**config.mk**
```make
export PLATFORM = sky130hd
export DESIGN_NAME = priority_deque_with_cancel
export DESIGN_NICKNAME = d
export VERILOG_FILES = /design/src/hdl/pdq_pkg.sv /design/src/hdl/priority_deque_with_cancel.sv
export SDC_FILE = /design/constraint.sdc
export NUM_CORES = 2
export LEC_CHECK = 0
export BUFFER_PORTS_ARGS = -buffer_cell sky130_fd_sc_hd__buf_2
export CAP_MARGIN = 5
export CORE_ASPECT_RATIO = 0.5
export CORE_MARGIN = 5
export CORE_UTILIZATION = 63
export CTS_CLUSTER_SIZE = 25
export DETAILED_ROUTE_END_ITERATION = 8
export PLACE_DENSITY = 0.77
export SYNTH_ARGS = -nofsm -noshare
export SYNTH_HDL_FRONTEND = slang
export SYNTH_SLANG_ARGS = --single-unit
```
**constraint.sdc**
```tcl
create_clock -name clk -period 5.6 [get_ports clk]
set_input_delay 0.56 -clock clk [delete_from_list [all_inputs] [get_ports clk]]
set_output_delay 0.56 -clock clk [all_outputs]
set_load 0.01 [all_outputs]
```
**src/hdl/pdq_pkg.sv**
```systemverilog
// shared types and constants for the priority deque
// no dependencies
package pdq_pkg;

    localparam int CAPACITY = 64;
    localparam int SLOT_W   = $clog2(CAPACITY);
    localparam int COUNT_W  = $clog2(CAPACITY + 1);
    localparam int ID_W     = 32;
    localparam int OCC_W    = 7;

    localparam logic [1:0] KIND_ADD      = 2'd0;
    localparam logic [1:0] KIND_DISPATCH = 2'd1;
    localparam logic [1:0] KIND_CANCEL   = 2'd2;

    localparam logic [1:0] ST_OK        = 2'd0;
    localparam logic [1:0] ST_EMPTY     = 2'd1;
    localparam logic [1:0] ST_NOT_FOUND = 2'd2;
    localparam logic [1:0] ST_FULL      = 2'd3;

    typedef struct packed {
        logic [1:0]      kind;
        logic [ID_W-1:0] order_id;
        logic            quick;
    } pdq_req_t;

    typedef struct packed {
        logic [1:0]       status;
        logic [ID_W-1:0]  removed_id;
        logic [ID_W-1:0]  front_id;
        logic             is_empty;
        logic [OCC_W-1:0] occupancy;
    } pdq_rsp_t;

endpackage

```
**src/hdl/priority_deque_with_cancel.sv**
```systemverilog
// priority deque with cancel, top level
// depends on pdq_pkg
//
// req channel (valid/ready) carries one operation item: add at front or rear,
// dispatch the front entry, or cancel the first entry with a matching id.
// rsp channel (valid/ready) returns exactly one item per request, in order.
// entries live in a doubly linked list held in three single-port-read
// memories (ids, forward links, backward links) with a registered read port.
// each item passes through the states in order: add writes the entry; dispatch
// and cancel scan from the front entry, unlink the hit and, when the front goes
// and others remain, read the new front id; a miss scans every entry; a rejected
// or unused operation goes straight to the output register.
// one item is worked on at a time; the next is taken the cycle after the
// current result sits in the output register, even while that result is stalled.
// a stalled receiver holds the result; a finished item then waits for the
// output register before the block goes idle again.
// reset empties the queue at once (slot flags are flip-flops), no clear pass.
module priority_deque_with_cancel (
    input  logic              clk,
    input  logic              rst_n,
    input  logic              req_valid,
    output logic              req_ready,
    input  pdq_pkg::pdq_req_t req,
    output logic              rsp_valid,
    input  logic              rsp_ready,
    output pdq_pkg::pdq_rsp_t rsp
);
    import pdq_pkg::*;

    localparam logic [2:0] S_IDLE   = 3'd0;
    localparam logic [2:0] S_ADD    = 3'd1;
    localparam logic [2:0] S_SCAN   = 3'd2;
    localparam logic [2:0] S_UNLINK = 3'd3;
    localparam logic [2:0] S_FRONT  = 3'd4;
    localparam logic [2:0] S_FINISH = 3'd5;

    logic [ID_W-1:0]   id_mem   [CAPACITY];
    logic [SLOT_W-1:0] next_mem [CAPACITY];
    logic [SLOT_W-1:0] prev_mem [CAPACITY];

    logic [2:0]          state_reg, state_next;
    logic [CAPACITY-1:0] used_reg;
    logic [SLOT_W-1:0]   front_reg, rear_reg;
    logic [COUNT_W-1:0]  count_reg;
    logic [ID_W-1:0]     front_id_reg;

    logic [1:0]          kind_reg;
    logic [ID_W-1:0]     id_reg;
    logic                quick_reg;
    logic [SLOT_W-1:0]   slot_reg;
    logic [SLOT_W-1:0]   cur_reg;
    logic [COUNT_W-1:0]  step_reg;
    logic [1:0]          status_reg;
    logic [ID_W-1:0]     removed_reg;

    logic [ID_W-1:0]     id_rd_reg;
    logic [SLOT_W-1:0]   next_rd_reg, prev_rd_reg;

    logic                rsp_valid_reg;
    pdq_rsp_t            rsp_reg;

    logic                rd_en;
    logic [SLOT_W-1:0]   rd_addr;
    logic                id_we, nx_we, pv_we;
    logic [SLOT_W-1:0]   id_wa, nx_wa, pv_wa;
    logic [SLOT_W-1:0]   nx_wd, pv_wd;
    logic [SLOT_W-1:0]   free_slot;
    logic                accept, hit, last_step, out_free;

    assign req_ready = (state_reg == S_IDLE);
    assign accept    = req_valid && req_ready;
    assign rsp_valid = rsp_valid_reg;
    assign rsp       = rsp_reg;
    assign out_free  = !rsp_valid_reg || rsp_ready;
    assign hit       = (kind_reg == KIND_DISPATCH) || (id_rd_reg == id_reg);
    assign last_step = (COUNT_W'(step_reg + 1'b1) == count_reg);

    // lowest free slot
    always_comb
    begin
        free_slot = '0;
        for (int i = CAPACITY - 1; i >= 0; i--)
        begin
            if (!used_reg[i])
            begin
                free_slot = SLOT_W'(i);
            end
        end
    end

    // memory port control
    always_comb
    begin
        rd_en   = 1'b0;
        rd_addr = front_reg;
        id_we   = 1'b0;
        id_wa   = slot_reg;
        nx_we   = 1'b0;
        nx_wa   = slot_reg;
        nx_wd   = front_reg;
        pv_we   = 1'b0;
        pv_wa   = slot_reg;
        pv_wd   = rear_reg;
        case (state_reg)
            S_IDLE:
            begin
                rd_en   = accept;
                rd_addr = front_reg;
            end
            S_ADD:
            begin
                id_we = 1'b1;
                if (count_reg != '0)
                begin
                    if (quick_reg)
                    begin
                        nx_we = 1'b1;
                        nx_wa = slot_reg;
                        nx_wd = front_reg;
                        pv_we = 1'b1;
                        pv_wa = front_reg;
                        pv_wd = slot_reg;
                    end
                    else
                    begin
                        pv_we = 1'b1;
                        pv_wa = slot_reg;
                        pv_wd = rear_reg;
                        nx_we = 1'b1;
                        nx_wa = rear_reg;
                        nx_wd = slot_reg;
                    end
                end
            end
            S_SCAN:
            begin
                if (!hit && !last_step)
                begin
                    rd_en   = 1'b1;
                    rd_addr = next_rd_reg;
                end
            end
            S_UNLINK:
            begin
                if (cur_reg == front_reg && cur_reg != rear_reg)
                begin
                    rd_en   = 1'b1;
                    rd_addr = next_rd_reg;
                end
                else if (cur_reg != front_reg && cur_reg != rear_reg)
                begin
                    nx_we = 1'b1;
                    nx_wa = prev_rd_reg;
                    nx_wd = next_rd_reg;
                    pv_we = 1'b1;
                    pv_wa = next_rd_reg;
                    pv_wd = prev_rd_reg;
                end
            end
            default:
            begin
                rd_en = 1'b0;
            end
        endcase
    end

    always_ff @(posedge clk)
    begin
        if (rd_en)
        begin
            id_rd_reg   <= id_mem[rd_addr];
            next_rd_reg <= next_mem[rd_addr];
            prev_rd_reg <= prev_mem[rd_addr];
        end
    end

    always_ff @(posedge clk)
    begin
        if (id_we)
        begin
            id_mem[id_wa] <= id_reg;
        end
    end

    always_ff @(posedge clk)
    begin
        if (nx_we)
        begin
            next_mem[nx_wa] <= nx_wd;
        end
    end

    always_ff @(posedge clk)
    begin
        if (pv_we)
        begin
            prev_mem[pv_wa] <= pv_wd;
        end
    end

    always_comb
    begin
        state_next = state_reg;
        case (state_reg)
            S_IDLE:
            begin
                if (accept)
                begin
                    case (req.kind)
                        KIND_ADD:
                        begin
                            state_next = (count_reg == COUNT_W'(CAPACITY)) ? S_FINISH : S_ADD;
                        end
                        KIND_DISPATCH, KIND_CANCEL:
                        begin
                            state_next = (count_reg == '0) ? S_FINISH : S_SCAN;
                        end
                        default:
                        begin
                            state_next = S_FINISH;
                        end
                    endcase
                end
            end
            S_ADD:
            begin
                state_next = S_FINISH;
            end
            S_SCAN:
            begin
                if (hit)
                begin
                    state_next = S_UNLINK;
                end
                else if (last_step)
                begin
                    state_next = S_FINISH;
                end
            end
            S_UNLINK:
            begin
                state_next = (cur_reg == front_reg && cur_reg != rear_reg) ? S_FRONT : S_FINISH;
            end
            S_FRONT:
            begin
                state_next = S_FINISH;
            end
            S_FINISH:
            begin
                if (out_free)
                begin
                    state_next = S_IDLE;
                end
            end
            default:
            begin
                state_next = S_IDLE;
            end
        endcase
    end

    // datapath that needs no reset
    always_ff @(posedge clk)
    begin
        case (state_reg)
            S_IDLE:
            begin
                if (accept)
                begin
                    kind_reg    <= req.kind;
                    id_reg      <= req.order_id;
                    quick_reg   <= req.quick;
                    slot_reg    <= free_slot;
                    cur_reg     <= front_reg;
                    step_reg    <= '0;
                    removed_reg <= '0;
                    status_reg  <= ST_OK;
                    case (req.kind)
                        KIND_ADD:
                        begin
                            if (count_reg == COUNT_W'(CAPACITY))
                            begin
                                status_reg <= ST_FULL;
                            end
                        end
                        KIND_DISPATCH, KIND_CANCEL:
                        begin
                            if (count_reg == '0)
                            begin
                                status_reg <= ST_EMPTY;
                            end
                        end
                        default:
                        begin
                            status_reg <= ST_OK;
                        end
                    endcase
                end
            end
            S_SCAN:
            begin
                if (!hit)
                begin
                    if (last_step)
                    begin
                        status_reg <= ST_NOT_FOUND;
                    end
                    else
                    begin
                        cur_reg  <= next_rd_reg;
                        step_reg <= COUNT_W'(step_reg + 1'b1);
                    end
                end
            end
            S_UNLINK:
            begin
                removed_reg <= id_rd_reg;
            end
            default:
            begin
                kind_reg <= kind_reg;
            end
        endcase
    end

    // queue control state
    always_ff @(posedge clk or negedge rst_n)
    begin
        if (!rst_n)
        begin
            state_reg    <= S_IDLE;
            used_reg     <= '0;
            front_reg    <= '0;
            rear_reg     <= '0;
            count_reg    <= '0;
            front_id_reg <= '0;
        end
        else
        begin
            state_reg <= state_next;
            case (state_reg)
                S_ADD:
                begin
                    used_reg[slot_reg] <= 1'b1;
                    count_reg          <= COUNT_W'(count_reg + 1'b1);
                    if (count_reg == '0)
                    begin
                        front_reg    <= slot_reg;
                        rear_reg     <= slot_reg;
                        front_id_reg <= id_reg;
                    end
                    else if (quick_reg)
                    begin
                        front_reg    <= slot_reg;
                        front_id_reg <= id_reg;
                    end
                    else
                    begin
                        rear_reg <= slot_reg;
                    end
                end
                S_UNLINK:
                begin
                    used_reg[cur_reg] <= 1'b0;
                    count_reg         <= COUNT_W'(count_reg - 1'b1);
                    if (cur_reg == front_reg && cur_reg == rear_reg)
                    begin
                        front_reg <= '0;
                        rear_reg  <= '0;
                    end
                    else if (cur_reg == front_reg)
                    begin
                        front_reg <= next_rd_reg;
                    end
                    else if (cur_reg == rear_reg)
                    begin
                        rear_reg <= prev_rd_reg;
                    end
                end
                S_FRONT:
                begin
                    front_id_reg <= id_rd_reg;
                end
                default:
                begin
                    count_reg <= count_reg;
                end
            endcase
        end
    end

    // output register
    always_ff @(posedge clk or negedge rst_n)
    begin
        if (!rst_n)
        begin
            rsp_valid_reg <= 1'b0;
        end
        else if (state_reg == S_FINISH && out_free)
        begin
            rsp_valid_reg <= 1'b1;
        end
        else if (rsp_ready)
        begin
            rsp_valid_reg <= 1'b0;
        end
    end

    always_ff @(posedge clk)
    begin
        if (state_reg == S_FINISH && out_free)
        begin
            rsp_reg.status     <= status_reg;
            rsp_reg.removed_id <= removed_reg;
            rsp_reg.front_id   <= (count_reg == '0) ? '0 : front_id_reg;
            rsp_reg.is_empty   <= (count_reg == '0);
            rsp_reg.occupancy  <= OCC_W'(count_reg);
        end
    end

endmodule

```
Word level (Yosys, flattened, before mapping)

Memories as Yosys holds them, arrays and structs flattened. A register that Yosys moved wholly into a read port is not among the register bits.
Cells that the tools add are included.

Output and inout bits: 76
Register bits: 281
Memory bits (writable): 2816
Input port bits: 39
Memories kept: 3

Equality and inequality tests: 26
Add/sub/neg operators: 3
Muxes and demuxes: 144
Order comparisons: 4
Bitwise operators: 3
Reduce and logical (&&, ||, !) cells: 37

Memory list:

| memory   | words | bits a word | rd ports | clocked after memory_dff | write ports | line                             | source |
|---|---|---|---|---|---|---|---|
| id_mem   | 64    | 32          | 1        | 1                        | 1           | priority_deque_with_cancel.sv:37 | `logic [ID_W-1:0] id_mem [CAPACITY];` |
| next_mem | 64    | 6           | 1        | 1                        | 1           | priority_deque_with_cancel.sv:38 | `logic [SLOT_W-1:0] next_mem [CAPACITY];` |
| prev_mem | 64    | 6           | 1        | 1                        | 1           | priority_deque_with_cancel.sv:39 | `logic [SLOT_W-1:0] prev_mem [CAPACITY];` |

Operators with widths:

| operator            | count |
|---|---|
| $mux 6              | 60 |
| $pmux 32 s2         | 2 |
| $pmux 64 s2         | 1 |
| $mux 32             | 3 |
| $pmux 6 s2          | 8 |
| $mux 5              | 16 |
| $and 64x64->64      | 1 |
| $not 64->64         | 1 |
| $or 64x64->64       | 1 |
| $eq 32x32->1        | 1 |
| $mux 4              | 8 |
| $reduce_and 32->1   | 1 |
| $mux 3              | 10 |
| $pmux 7 s2          | 2 |
| $mux 7              | 3 |
| $ne 3x3->1 const B  | 6 |
| $mux 1              | 17 |
| $reduce_and 16->1   | 1 |
| $reduce_and 4->1    | 4 |
| $pmux 3 s5          | 1 |
| $add 7x1->7 const B | 2 |
| $lt 6x7->1 const B  | 2 |
| $demux 1 s6         | 2 |
| $eq 6x6->1          | 2 |
| 29 further kinds    | 62 |

Longest topological paths before layout

Word-level depth: 63
Mapped depth: 17
Depth with buffers taken out: 12

Worst setup path after synthesis

OpenSTA, ideal clock, no wires.

Path kind: register -> register
Start point: register state_reg[1]
End point: memory prev_mem[0][1] in the netlist's numbering (data pin)
Path buffers: 6
Period minus slack after synthesis: 4.837 ns
Slack: 0.763 ns
Stages on the path, launching flop included: 13
Arrival time: 4.289 ns
Library setup time: 0.548 ns
Data required time: 5.052 ns
Cells stage by stage: dfrtp_1 clkbuf_1 nor2b_1 clkbuf_1 nand2_1 clkbuf_1 inv_2 and2_1 clkbuf_1 clkbuf_1 clkbuf_1 a221oi_1 a21oi_1

Cells in the longest elaborated chain, start to end: 2
Elaborated cells on any way between the ends: 3
Those cells by class: 2 x eq/ne; 1 x mux

RTL lines:

| element                                  | line                              | source |
|---|---|---|
| start: declaration                       | priority_deque_with_cancel.sv:41  | `logic [2:0] state_reg, state_next;` |
| start signal: assignment                 | priority_deque_with_cancel.sv:340 | `state_reg <= state_next;` |
| $eq 3x2->1 or $eq 3x1->1 (tied branches) | priority_deque_with_cancel.sv:104 | `case (state_reg)` |
| $pmux 6 s2 (*)                           | priority_deque_with_cancel.sv:104 |  |
| net pv_wd[1]                             | priority_deque_with_cancel.sv:66  | `logic [SLOT_W-1:0] nx_wd, pv_wd;` |
| end: declaration                         | priority_deque_with_cancel.sv:39  |  |

Mark *: on every way through the listed nets, which the timed path passes. The rest lies on a longest branch.

Final worst setup path

Start point: register id_rd_reg[11], read port of id_mem
End point: register id_rd_reg[2], read port of id_mem (data pin)

Cells in the longest elaborated chain, start to end: 6
Elaborated cells on any way between the ends: 8
Those cells by class: 1 x eq/ne; 4 x mux; 3 x reduce/logical

RTL lines:

| element                                  | line                              | source |
|---|---|---|
| start: declaration                       | priority_deque_with_cancel.sv:56  | `logic [ID_W-1:0] id_rd_reg;` |
| $eq 32x32->1 (*)                         | priority_deque_with_cancel.sv:75  | `assign hit = (kind_reg == KIND_DISPATCH) \|\| (id_rd_reg == id_reg);` |
| $logic_or 1x1->1 (*)                     | priority_deque_with_cancel.sv:75  |  |
| $logic_not 1->1 (*)                      | -                                 |  |
| $logic_and 1x1->1 (*)                    | priority_deque_with_cancel.sv:137 | `if (!hit && !last_step)` |
| $mux 1 or $mux 6 (tied branches)         | priority_deque_with_cancel.sv:137 |  |
| $pmux 1 s3 or $pmux 6 s2 (tied branches) | priority_deque_with_cancel.sv:104 |  |

Mark *: on every way between the ends. The rest lies on a longest branch, timed or not.
A chain may end at the register's enable or synchronous reset.

==> impl_results.rst <==
.. list-table::
   :header-rows: 1

   * - Metric
     - Value
   * - Result of the run
     - complete, but fails checks
   * - Failing checks
     - setup timing
   * - Yosys cell types
     - 69
   * - Worst endpoint data arrival time
     - 6.19 ns
   * - Maximum fanout encountered on the critical timing path
     - 29
   * - Number of violations reported at the end of detailed-routing iteration 0
     - 13700
   * - Final critical-path setup slack
     - -0.00597 ns
   * - Clock buffer depth
     - 4
   * - Largest stage delay, worst path
     - 0.78 ns
   * - Clock Power Share
     - 24.0%
   * - Pin count of the biggest net entering global routing
     - 76
   * - Share of total power in combinational logic
     - 35.2%
   * - Clock network latency to the later pin of the worst-skew pair
     - 0.86 ns
   * - Post-synth net total
     - 8871
   * - Number of maximum-capacitance violations
     - 0
   * - Internal power of the cells
     - 0.0472 W
   * - Routed wire length
     - 378000 um
   * - Fraction of final layout cells sized beyond drive strength 1
     - 11.9%
   * - Share of the yosys chip area belonging to registers
     - 75.6%
   * - Clk_skew
     - 0.0466 ns
   * - DP Worst Slack
     - -0.542 ns
   * - CP Class
     - reg -> reg
   * - Combined flip-flop and latch cell area
     - 0.0937 mm2
   * - CTS sink cnt
     - 3141
   * - Final hold vios
     - 0
   * - Combined area of the multi-input logic cells
     - 0.0288 mm2
   * - Type of element capturing the critical path
     - flop
   * - Pwr Total
     - 0.0756 W
   * - Synthesis-stage register bit count
     - 3141
   * - FP Rows
     - 115
   * - GRT Util Overall
     - 36.2%
   * - Detailed Place HPWL
     - 231000 um
   * - Fin crit share
     - 100%
   * - Total power density per cell area
     - 541 mW/mm2
   * - Primary FF master, synth
     - sky130_fd_sc_hd__edfxtp_1
   * - Total number of vias
     - 81200
   * - Number of standard cells after synthesis
     - 8823
   * - Largest register FFs
     - 2048
   * - Cell at the slowest stage of the critical path
     - sky130_fd_sc_hd__edfxtp_1
   * - Relative contribution of sequential cells to total power
     - 40.8%
   * - Via count of the first global-routing pass
     - 77100
   * - Most used routing layer in global routing
     - met2
   * - Wirelength per Cell
     - 31.4 um
   * - Syn. warnings
     - 0
   * - Share of flip-flops with an asynchronous set or reset after synthesis
     - 3.79%
   * - Worst path buffer plus inverter count
     - 3
   * - Worst Max-Slew Pin Slew
     - 1.31 ns
   * - VDD IR max
     - 0.000384 V
   * - First-pass GRT wire length
     - 537000 um
   * - Final max-slew violation count
     - 0
   * - Cells along the critical path
     - xor2_1 -> nor4_4 -> nand4_1 -> o211ai_1 -> buf_4 -> o22ai_4 -> mux2_8 -> buf_12 -> mux2i_1 -> o22ai_1 -> or4_1 -> nor4_1 -> buf_4 -> nor4_1
   * - Clock transition at path regs
     - 0.07 ns
   * - Total DRC errors in the routed layout
     - 0
   * - P_leak
     - 48.6 nW
   * - Cts bufs inserted
     - 274
   * - Cell family with most CP delay
     - simple AND/OR/NAND/NOR gates
   * - Overall die height
     - 324 um
   * - Fin crit period
     - 5.61 ns
   * - Switching portion of total power
     - 37.6%
   * - Met2 Usage GRT
     - 51.8%
   * - Slew HR
     - 12.8%
   * - Number of primary I/O pins
     - 115
   * - Number of filler cells placed in the layout
     - 12100
   * - Data required time at the worst endpoint
     - 6.18 ns
   * - Register-to-register setup slack
     - -0.006 ns
   * - Number of antenna violations at the first check in global routing
     - 30
   * - Met1 track demand over resource in global routing
     - 48.8%
   * - Routed via count divided by cell count
     - 6.74
   * - Final TNS setup
     - -0.00714 ns
   * - H-tree depth reported by CTS
     - 5
   * - Layout overhead on the synthesized area
     - 12.6%
   * - Starting Density
     - 63.2%
   * - Core area
     - 0.196 mm2
   * - CTS tree
     - built
   * - Average instance area after synthesis
     - 14.1 um2
   * - Endpoints failing setup
     - 2
   * - Register ranked first by flip-flop count
     - id_mem
   * - Count of antenna-violating nets left after detailed routing
     - 0
   * - Number of synthesized flops with an enable pin
     - 3022
   * - Width of the die
     - 637 um
   * - Placer Congestion
     - 0.979
   * - DIE AREA
     - 0.206 mm2
   * - Critical Path Start Type
     - flop
   * - Port bufs
     - 114
   * - First-pass DRT Iterations
     - 9
   * - Cell chosen for the clock root
     - sky130_fd_sc_hd__clkbuf_16
   * - Post-synth design cell area
     - 0.124 mm2
   * - Fmax
     - 178 MHz
   * - Classification of the worst-slack hold path
     - in -> reg
   * - Met3 track utilization from global routing
     - 16.2%
   * - Global route overflow
     - 0
   * - Sw Pwr
     - 0.0284 W
   * - Post-layout nets
     - 9249
   * - Regs by FF count
     - id_mem: 2048 flops, next_mem: 384 flops, prev_mem: 384 flops
[layout make-up]
class / count / area share (%)
multi-input combinational: 5116 / 20.6
tap: 2632 / 2.36
sequential: 3141 / 67.1
inverter: 28 / 0.0753
antenna: 14 / 0.0251
clock buffer: 367 / 5.38
clock inverter: 107 / 0.515
timing repair buffer: 640 / 3.92
[power groups by stage]
stage | logic (W) | clock network (W) | registers, W
2_1_floorplan | 0.0134 | 0 | 0.0311
3_3_place_gp | 0.0247 | 0 | 0.0312
3_5_place_dp | 0.0253 | 0 | 0.0312
4_1_cts | 0.0255 | 0.0181 | 0.0307
5_1_grt | 0.0275 | 0.0191 | 0.0308
6_report | 0.0266 | 0.0181 | 0.0308
[path summary, 6_finish.rpt]
kind / cells after the start / to / from
setup / recovery: 14 / id_rd_reg[2]$_DFFE_PP_ / id_rd_reg[11]$_DFFE_PP_
hold reg to reg: 0 / rsp[50]$_DFFE_PP_ / removed_reg[10]$_SDFFCE_PN0P_
setup reg to reg: 14 / id_rd_reg[2]$_DFFE_PP_ / id_rd_reg[11]$_DFFE_PP_
max in group asynchronous: 3 / used_reg[56]$_DFFE_PN0N_ / rst_n
hold / removal: 1 / id_reg[27]$_DFFE_PP_ / req[28]
min in group asynchronous: 2 / front_id_reg[26]$_DFFE_PN0P_ / rst_n
[layer usage]
layer | routed length (um) | vias up
met3 | 69400 | 1122
met2 | 161000 | 6725
li1 | - | 33700
met4 | 18300 | 14
met1 | 129000 | 39600
met5 | 96 | -
[through the flow]
step	area [um2]	std cells	hold WS, ns	utilization [%]
finish	140000	12000	0.0330	71.2
CTS	140000	12000	0.00305	71.1
global placement	131000	11500	0.400	66.8
global route	140000	12000	0.0141	71.2
detailed placement	131000	11500	0.405	66.8
floorplan	124000	8823	0.264	-
[what timing repair did]
| action | in CTS | in global routing |
|---|---|---|
| hold buffers | 14 | 0 |
| buffers inserted | 0 | 3 |
| resized for setup | 14 | 13 |
| hold endpoints to repair | 65 | 0 |
| endpoints found under the setup margin | 25 | 39 |
| pin swaps | 0 | 1 |
[worst reg2reg max path, cell delays in order, from the launching register on]
cell	delay (ns)
sky130_fd_sc_hd__edfxtp_1	0.78
sky130_fd_sc_hd__xor2_1	0.25
sky130_fd_sc_hd__nor4_4	0.51
sky130_fd_sc_hd__nand4_1	0.38
sky130_fd_sc_hd__o211ai_1	0.31
sky130_fd_sc_hd__buf_4	0.17
sky130_fd_sc_hd__o22ai_4	0.10
sky130_fd_sc_hd__mux2_8	0.54
sky130_fd_sc_hd__buf_12	0.39
sky130_fd_sc_hd__mux2i_1	0.29
sky130_fd_sc_hd__o22ai_1	0.11
sky130_fd_sc_hd__or4_1	0.50
sky130_fd_sc_hd__nor4_1	0.66
sky130_fd_sc_hd__buf_4	0.29
sky130_fd_sc_hd__nor4_1	0.07
[synthesized netlist by cell type (all sizes together), types with 35 or more instances]
cell,count,area (um2)
edfxtp,3022,90700
nand2,2040,7660
a21oi,677,3390
mux2i,514,5160
buf,285,1490
nor2,285,1070
clkbuf,253,951
nor4,216,1350
o21ai,216,1080
o22ai,198,1250
nand3,192,961
and3,160,1000
a311oi,119,1040
dfrtp,119,2980
or4,118,886
xor2,45,394
and2,42,263
or3,42,263
nand4,37,231
nor3,35,175
[kinds of logic after synthesis]
kind of cell | synth area share [%]
flops | 75.6
compound gates | 6.01
mux | 4.21
fa+ha+maj | 0.105
simple gates | 11.5
buf+inv | 2.05
xor+xnor | 0.483
[layout by cell type, fill, tap and decap left out, types with 14 or more instances in the layout]
cell type                       instances
sky130_fd_sc_hd__xor2_1                45
sky130_fd_sc_hd__dlygate4sd3_1         14
sky130_fd_sc_hd__o22ai_1              197
sky130_fd_sc_hd__or4_1                118
sky130_fd_sc_hd__a21oi_1              667
sky130_fd_sc_hd__clkbuf_16            288
sky130_fd_sc_hd__a22oi_1               17
sky130_fd_sc_hd__a31oi_1               15
sky130_fd_sc_hd__buf_2                115
sky130_fd_sc_hd__nor2_4                67
sky130_fd_sc_hd__and3_1               159
sky130_fd_sc_hd__a311oi_1             119
sky130_fd_sc_hd__nand4_1               37
sky130_fd_sc_hd__diode_2               14
sky130_fd_sc_hd__nand2b_1              14
sky130_fd_sc_hd__clkbuf_1              78
sky130_fd_sc_hd__nor2_1               216
sky130_fd_sc_hd__nand3_1              191
sky130_fd_sc_hd__clkinv_2              33
sky130_fd_sc_hd__nor3_1                34
sky130_fd_sc_hd__nand3b_1              17
sky130_fd_sc_hd__buf_12                73
sky130_fd_sc_hd__nor4_2                26
sky130_fd_sc_hd__mux2i_1              508
sky130_fd_sc_hd__o21ai_0              215
sky130_fd_sc_hd__clkinv_1              57
sky130_fd_sc_hd__dfrtp_1              119
sky130_fd_sc_hd__nand2_1             2032
sky130_fd_sc_hd__or3_1                 42
sky130_fd_sc_hd__and2_1                42
sky130_fd_sc_hd__edfxtp_1            3022
sky130_fd_sc_hd__inv_1                 26
sky130_fd_sc_hd__nor4_1               185
sky130_fd_sc_hd__buf_4                436
Power figures use the tool's default switching activity.
